$ cat config.mk
export PLATFORM = sky130hd
export DESIGN_NAME = lrfc_core
export DESIGN_NICKNAME = d
export VERILOG_FILES = /design/src/sv/lrfc_pkg.sv /design/src/sv/lrfc_core.sv
export SDC_FILE = /design/constraint.sdc
export NUM_CORES = 1
export LEC_CHECK = 0
export BUFFER_PORTS_ARGS = -buffer_cell sky130_fd_sc_hd__buf_2
export CAP_MARGIN = 20
export CORE_MARGIN = 2
export CORE_UTILIZATION = 30
export CTS_BUF_LIST = sky130_fd_sc_hd__clkbuf_4
export DETAILED_ROUTE_END_ITERATION = 7
export PLACE_DENSITY = 0.52
export SKIP_CTS_REPAIR_TIMING = 1
export SLEW_MARGIN = 20
export SYNTH_ARGS = -nofsm -noshare
export SYNTH_HDL_FRONTEND = slang
export SYNTH_SLANG_ARGS = --single-unit
$ cat constraint.sdc
create_clock -name clk -period 7.95 [get_ports clk]
set_clock_uncertainty 0.05 [all_clocks]
set_input_delay 1.59 -clock clk [delete_from_list [all_inputs] [get_ports clk]]
set_output_delay 1.59 -clock clk [all_outputs]
set_load 0.005 [all_outputs]
$ cat src/sv/lrfc_pkg.sv
package lrfc_pkg;

  // Record header layout and op codes
  localparam logic [7:0] OP_SET = 8'h01;
  localparam logic [7:0] OP_DEL = 8'h02;
  localparam logic [3:0] HDR_LAST = 4'd15;

  // Reflected CRC-32
  localparam logic [31:0] CRC_POLY = 32'hEDB88320;
  localparam logic [31:0] CRC_INIT = 32'hFFFFFFFF;

  // Configuration register indexes
  localparam logic [1:0] CFG_MAX_KEY   = 2'd0;
  localparam logic [1:0] CFG_MAX_VALUE = 2'd1;
  localparam logic [31:0] MAX_KEY_RESET   = 32'd4096;
  localparam logic [31:0] MAX_VALUE_RESET = 32'd65536;

  // Result kinds
  localparam logic [1:0] KIND_KEY    = 2'd0;
  localparam logic [1:0] KIND_VALUE  = 2'd1;
  localparam logic [1:0] KIND_STATUS = 2'd2;

  // Record status codes
  localparam logic [2:0] ST_OK       = 3'd0;
  localparam logic [2:0] ST_BAD_OP   = 3'd1;
  localparam logic [2:0] ST_BAD_SIZE = 3'd2;
  localparam logic [2:0] ST_BAD_CRC  = 3'd3;
  localparam logic [2:0] ST_EOL      = 3'd4;
  localparam logic [2:0] ST_TRUNC    = 3'd5;

  // Result queue geometry
  localparam int unsigned LRFC_DEPTH = 8;
  localparam int unsigned LRFC_PTR_W = $clog2(LRFC_DEPTH);
  localparam int unsigned LRFC_LVL_W = $clog2(LRFC_DEPTH + 1);

  // Frame phase, one-hot
  typedef enum logic [3:0] {
    PH_HEADER = 4'b0001,
    PH_KEY    = 4'b0010,
    PH_VALUE  = 4'b0100,
    PH_HALT   = 4'b1000
  } phase_t;

  // One result transaction
  typedef struct packed {
    logic [1:0]  kind;
    logic [7:0]  pbyte;
    logic [2:0]  status;
    logic        is_del;
    logic [31:0] ksize;
    logic [31:0] vsize;
    logic        last;
  } result_t;

  // Results produced by one input transaction
  typedef struct packed {
    logic [1:0] count;
    result_t    r0;
    result_t    r1;
  } push_t;

  // One byte through the reflected CRC-32, bit at a time
  function automatic logic [31:0] crc_byte(input logic [31:0] crc_in, input logic [7:0] b);
    logic [31:0] c;
    c = crc_in ^ {24'd0, b};
    for (int i = 0; i < 8; i++) begin
      c = (c >> 1) ^ (CRC_POLY & {32{c[0]}});
    end
    return c;
  endfunction

endpackage

$ cat src/sv/lrfc_core.sv
module lrfc_core (
  input  logic                 clk,
  input  logic                 rst,
  input  logic                 in_take,
  input  logic [7:0]           stream_byte,
  input  logic                 stream_end,
  input  logic                 cfg_write,
  input  logic [1:0]           cfg_index,
  input  logic [31:0]          cfg_data,
  output logic                 pend,
  output lrfc_pkg::push_t      push
);
  import lrfc_pkg::*;

  // Input register
  logic [7:0]  in_byte;
  logic        in_end;

  // Limits
  logic [31:0] max_key_size;
  logic [31:0] max_value_size;

  // Frame state
  phase_t      phase, phase_next;
  logic [3:0]  header_index, header_index_next;
  logic [7:0]  op_byte, op_byte_next;
  logic [31:0] stored_crc, stored_crc_next;
  logic [31:0] key_length, key_length_next;
  logic [31:0] value_length, value_length_next;
  logic [31:0] bytes_left, bytes_left_next;
  logic [31:0] running_crc, running_crc_next;

  logic [31:0] crc_upd;
  logic [31:0] left_dec;
  logic [2:0]  hdr_status;
  logic        is_del_n;

  always_ff @(posedge clk) begin
    if (rst) begin
      pend <= 1'b0;
    end else begin
      pend <= in_take;
    end
    if (in_take) begin
      in_byte <= stream_byte;
      in_end  <= stream_end;
    end
  end

  // Configuration writes
  always_ff @(posedge clk) begin
    if (rst) begin
      max_key_size   <= MAX_KEY_RESET;
      max_value_size <= MAX_VALUE_RESET;
    end else if (cfg_write) begin
      case (cfg_index)
        CFG_MAX_KEY:   max_key_size   <= cfg_data;
        CFG_MAX_VALUE: max_value_size <= cfg_data;
        default: ;
      endcase
    end
  end

  assign crc_upd  = crc_byte(running_crc, in_byte);
  assign left_dec = bytes_left - 32'd1;

  // Frame decode for the registered transaction
  always_comb begin
    phase_next        = phase;
    header_index_next = header_index;
    op_byte_next      = op_byte;
    stored_crc_next   = stored_crc;
    key_length_next   = key_length;
    value_length_next = value_length;
    bytes_left_next   = bytes_left;
    running_crc_next  = running_crc;
    push              = '0;
    hdr_status        = ST_OK;
    is_del_n          = 1'b0;

    if (pend && phase != PH_HALT) begin
      if (in_end) begin
        push.count     = 2'd1;
        push.r0.kind   = KIND_STATUS;
        push.r0.last   = 1'b1;
        if (phase == PH_HEADER) begin
          if (header_index == 4'd0) begin
            push.r0.status = ST_EOL;
          end else begin
            push.r0.status = ST_TRUNC;
            phase_next     = PH_HALT;
          end
        end else begin
          push.r0.status = ST_TRUNC;
          push.r0.is_del = (op_byte == OP_DEL);
          push.r0.ksize  = key_length;
          push.r0.vsize  = value_length;
          phase_next     = PH_HALT;
        end
      end else if (phase == PH_HEADER) begin
        // Capture header byte into its lane
        case (header_index[3:2])
          2'd0: begin
            if (header_index[1:0] == 2'd0) begin
              op_byte_next      = in_byte;
              stored_crc_next   = '0;
              key_length_next   = '0;
              value_length_next = '0;
            end
          end
          2'd1: stored_crc_next[8*header_index[1:0] +: 8] = in_byte;
          2'd2: key_length_next[8*header_index[1:0] +: 8] = in_byte;
          2'd3: value_length_next[8*header_index[1:0] +: 8] = in_byte;
          default: ;
        endcase
        header_index_next = header_index + 4'd1;

        if (header_index == HDR_LAST) begin
          is_del_n = (op_byte_next == OP_DEL);
          // Op first, then limits, then a delete carrying a value
          if (op_byte_next != OP_SET && op_byte_next != OP_DEL) begin
            hdr_status = ST_BAD_OP;
          end else if (key_length_next > max_key_size ||
                       value_length_next > max_value_size) begin
            hdr_status = ST_BAD_SIZE;
          end else if (is_del_n && value_length_next != 32'd0) begin
            hdr_status = ST_BAD_SIZE;
          end

          push.r0.kind   = KIND_STATUS;
          push.r0.is_del = is_del_n;
          push.r0.ksize  = key_length_next;
          push.r0.vsize  = value_length_next;
          push.r0.last   = 1'b1;

          if (hdr_status != ST_OK) begin
            push.count     = 2'd1;
            push.r0.status = hdr_status;
            phase_next     = PH_HALT;
          end else begin
            running_crc_next = CRC_INIT;
            if (key_length_next != 32'd0) begin
              phase_next      = PH_KEY;
              bytes_left_next = key_length_next;
            end else if (value_length_next != 32'd0) begin
              phase_next      = PH_VALUE;
              bytes_left_next = value_length_next;
            end else begin
              // Empty record: CRC of nothing is zero
              push.count     = 2'd1;
              push.r0.status = (stored_crc_next == 32'd0) ? ST_OK : ST_BAD_CRC;
            end
          end
        end
      end else begin
        // Key or value byte passes through
        push.count     = 2'd1;
        push.r0.kind   = (phase == PH_KEY) ? KIND_KEY : KIND_VALUE;
        push.r0.pbyte  = in_byte;
        push.r0.is_del = (op_byte == OP_DEL);
        push.r0.ksize  = key_length;
        push.r0.vsize  = value_length;
        push.r0.last   = 1'b1;
        running_crc_next = crc_upd;
        bytes_left_next  = left_dec;
        if (left_dec == 32'd0) begin
          if (phase == PH_KEY && value_length != 32'd0) begin
            phase_next      = PH_VALUE;
            bytes_left_next = value_length;
          end else begin
            push.count     = 2'd2;
            push.r0.last   = 1'b0;
            push.r1        = push.r0;
            push.r1.kind   = KIND_STATUS;
            push.r1.pbyte  = 8'd0;
            push.r1.status = ((~crc_upd) == stored_crc) ? ST_OK : ST_BAD_CRC;
            push.r1.last   = 1'b1;
            phase_next     = PH_HEADER;
          end
        end
      end
    end
  end

  always_ff @(posedge clk) begin
    if (rst) begin
      phase        <= PH_HEADER;
      header_index <= '0;
      op_byte      <= '0;
      stored_crc   <= '0;
      key_length   <= '0;
      value_length <= '0;
      bytes_left   <= '0;
      running_crc  <= CRC_INIT;
    end else begin
      phase        <= phase_next;
      header_index <= header_index_next;
      op_byte      <= op_byte_next;
      stored_crc   <= stored_crc_next;
      key_length   <= key_length_next;
      value_length <= value_length_next;
      bytes_left   <= bytes_left_next;
      running_crc  <= running_crc_next;
    end
  end

endmodule

Yosys cells after proc, flatten, opt, wreduce, memory -nomap -nowiden
Index checks and enable logic that the tools add are counted.

operators by class
  $add $sub $neg = 3
  order comparisons = 2
  eq/ne operators = 19
  shifts and indexed selects = 2
  multiplexer cells = 78
  bitwise operators = 11
  reduce and logical (&&, ||, !) cells = 22

operator list
  kind                     count
  $mux 32                  22
  $xor 31x32->32           8
  $pmux 32 s2              3
  $mux 160                 1
  $mux 80                  2
  $mux 79                  2
  $mux 69                  2
  $bwmux 32                3
  $reduce_bool 32->1       3
  $mux 66                  1
  $mux 65                  1
  $gt 32x32->1             2
  $logic_not 32->1         2
  $mux 8                   7
  $mux 4                   11
  $neg 5->34               1
  $shift 8x34->32 const A  1
  $shiftx 8x34->32         1
  $eq 32x32->1             1
  $not 32->32              1
  $sub 32x1->32 const B    1
  $xor 32x8->32            1
  $mux 3                   9
  $mux 2                   9
  other kinds (27)         42

storage, ports and cells
  flip-flop bits (word level) = 250
  input bits = 47

Depth between registers and ports, before layout
  depth after elaboration = 22
  mapped depth = 24
  gate-level depth less buffers = 18

Least setup slack after synthesis
Ideal clock, no wire load.

  path type = reg2out
  start point = register header_index[0]
  end point = output push[145] (netlist bit)
  data arrival time = 4432 ps
  data required time = 6310 ps
  path slack = 1878 ps
  stages on the path, launching flop included = 22
  path buffers = 5
  cell sequence = dfxtp_1 > buf_2 > clkbuf_1 > inv_1 > ha_1 > buf_2 > buf_2 > nor2b_1 > clkbuf_1 > a21boi_0 > o31ai_1 > ha_1 > a21oi_1 > nand2_1 > a22oi_1 > nor4b_1 > a21boi_0 > nor4_4 > nand2_1 > o21ai_0 > a21oi_1 > o21a_1

RTL lines
  item                    line              text
  from (decl)             lrfc_core.sv:25   logic [3:0] header_index, header_index_next;
  from (signal assigned)  lrfc_core.sv:197  header_index <= header_index_next;
  to (decl)               lrfc_core.sv:11   output lrfc_pkg::push_t push

==> out/qor.yml <==
wl_per_cell_um: 24.9
clock_latency_ps: 850
synth_most_common_cell: "nor2_1"
drtPass1Iterations: 7
leakage_nw: 7.92
cts_buffer_depth: 3
die_x_um: 240
wl_um: 79900
syn_avg_cell_area_um2: 7.56
core.rowCount: 86
final_nets: 2523
track_usage_pct: 27.3
hold_ws_ps: 404
status: "finished clean"
min_to: "max_value_size[27]"
ys_warn_count: 0
drtIter0Drc: 1947
fin_total_pwr_mw: 3.44
ant_nets: 0
dieHeight_um: 240
cap_violations: 0
met1_length_um: 33100
die-area_um2: 57500
via_count: 18200
required_ps: 6310
synth-main-ff-cell: "dfxtp_1"
period_share_pct: 97.6
grt_first_pass_wirelength_um: 116000
post-dp-hpwl_um: 59900
slew_violations: 0
grt_overflow: 0
synthCells: 2204
r2r_cells: 17
hold_violations: 0
grt_max_degree: 97
synth_top_cell_area_share_pct: 28.9
path_clk_slew_ps: 60
wl_met2_um: 35900
relSlewSlack_pct: 23.7
tritoncts: "done"
power_density_nw_per_um2: 176
final_util_pct: 35.6
period_needed_ps: 7760
synth_cell_types: 79
criticalPathCategory: "reg -> out"
synth_area_um2: 16700
hold_start: "max_value_size[27]"
syn2layout_area_growth_pct: 17.3
rr_endpoint: "running_crc[30]"
synth.largest_area_cell: "dfxtp_1"
drc: 0
synthTopCellsByArea: "dfxtp_1 (29%), nor2_1 (6.6%), ha_1 (5.7%)"
synth_edf_count: 9
tightest_slew_ps: 1140
via_per_inst: 5.66
initial_core_util_pct: 30.3
cp-end-kind: "primary output"
max_freq_mhz: 129
antenna_found_initial: 2
root_buffer: "clkbuf_4"
drive_gt1_share_pct: 17.2
numPortBuffers: 197
ir_drop_mv: 0.0926
worstHoldPathCells: 2
hold_class: "reg -> reg"
ios: 208
tns_ps: 0
ys_top_cells_by_count: "nor2_1 (295), dfxtp_1 (241), nand2_1 (232), a21oi_1 (170), clkbuf_1 (114)"
r2r_start: "header_index[0]"
htreeDepth: 3
yosysSeqAreaShare_pct: 30.6
yosys_register_bits: 250
top_layer: "met4"
wl_met3_um: 6740
grt_pass1_vias: 17400
gp_congestion: 0.972
r2r_slack_ps: 1860
synthArstFlopShare_pct: 0
cp-start-kind: "flip-flop"
cts_num_sinks: 250
core_um2: 55000
setup-violations-final: 0
critPathArrivalTime_ps: 6120
crit_fanout: 22
cts_buffers: 77
n_fill_cell: 5886
## placed cells by master (no fill, tap or decap), types with 53 or more instances in the layout
master,Yosys,final
ha_1,76,75
a22o_1,60,60
buf_2,21,196
a22oi_1,93,93
and2_1,69,69
xnor2_1,80,80
xor2_1,53,53
clkbuf_4,0,106
buf_4,14,75
a21oi_1,170,170
nand2_1,232,230
inv_1,93,93
nor3_1,100,100
nor2_1,295,292
dfxtp_1,241,240
## routing by layer
layer	track usage, %	vias up
met3	5.84	234
met2	42.8	984
met1	34.8	8674
met5	0	-
met4	15.1	0
li1	-	8278
## worst max-delay path, stage by stage (launching register included)
cell      delay (ps)
dfxtp_2          560
inv_1            190
ha_1             550
mux2_2           490
o21ai_1          350
a22o_1           510
ha_1             340
a21o_1           160
a21o_1           180
a221oi_1         610
a21oi_1          170
nor4_4           390
nand2_1          140
o21ai_0          230
a21oi_1           80
o21a_1           190
buf_2            130
## area by class of cell
| cell class | instances | area, um^2 | area share, % |
|---|---|---|---|
| clock inverter | 29 | 201 | 1.03 |
| timing repair buffer | 272 | 1560 | 7.95 |
| sequential | 250 | 5100 | 26.1 |
| multi-input combinational | 1706 | 10600 | 54.3 |
| inverter | 93 | 349 | 1.78 |
| tap | 748 | 936 | 4.79 |
| antenna | 5 | 12.5 | 0.0640 |
| clock buffer | 106 | 796 | 4.07 |
## report_power, final
group	total [mW]	switching (mW)	internal, mW
logic	0.715	0.474	0.241
clock network	1.35	0.632	0.715
registers	1.38	0.0758	1.30
total	3.44	1.18	2.26
## registers in the layout, indices dropped and copies added (netlist names)
register        flops
bytes_left         32
header_index        4
in_byte             8
in_end              1
key_length         32
max_key_size       32
max_value_size     32
op_byte             8
pend                1
phase               4
running_crc        32
stored_crc         32
value_length       32
## worst max-delay path by stage
| stage | slack [ps] | end | depth (start not counted) | startpoint |
|---|---|---|---|---|
| 6_report | 190 | push[145] | 16 | header_index[0] |
| 5_1_grt | -30 | push[145] | 16 | header_index[0] |
| 4_1_cts | -120 | push[145] | 17 | header_index[0] |
| 3_5_place_dp | 870 | push[145] | 17 | header_index[0] |
| 3_3_place_gp | 930 | push[145] | 18 | header_index[0] |
| 2_1_floorplan | 1880 | push[145] | 21 | header_index[0] |
## logic make-up (layout without fill, tap and decap cells)
logic type / Yosys count / count (layout) / share of synthesized area (%)
AOI/OAI and AO/OA: 558 / 558 / 23.1
xor gates and xnor gates: 135 / 135 / 7.18
adders and majority gates: 76 / 76 / 5.70
buffers and inverters: 257 / 500 / 6.48
DFF: 250 / 250 / 30.6
muxes: 5 / 5 / 0.308
other: 1 / 15 / 0.0225
and+or+nand+nor: 922 / 922 / 26.7
## metrics by stage
step / instances / instance area, um^2 / setup WS [ps]
floorplan: 2213 / 16700 / 1880
finish: 3209 / 19600 / 188
CTS: 3204 / 19500 / -120
detailed placement: 3069 / 18500 / 874
global route: 3209 / 19600 / -27.9
global placement: 3068 / 18500 / 934
(Power assumes the default switching activity.)
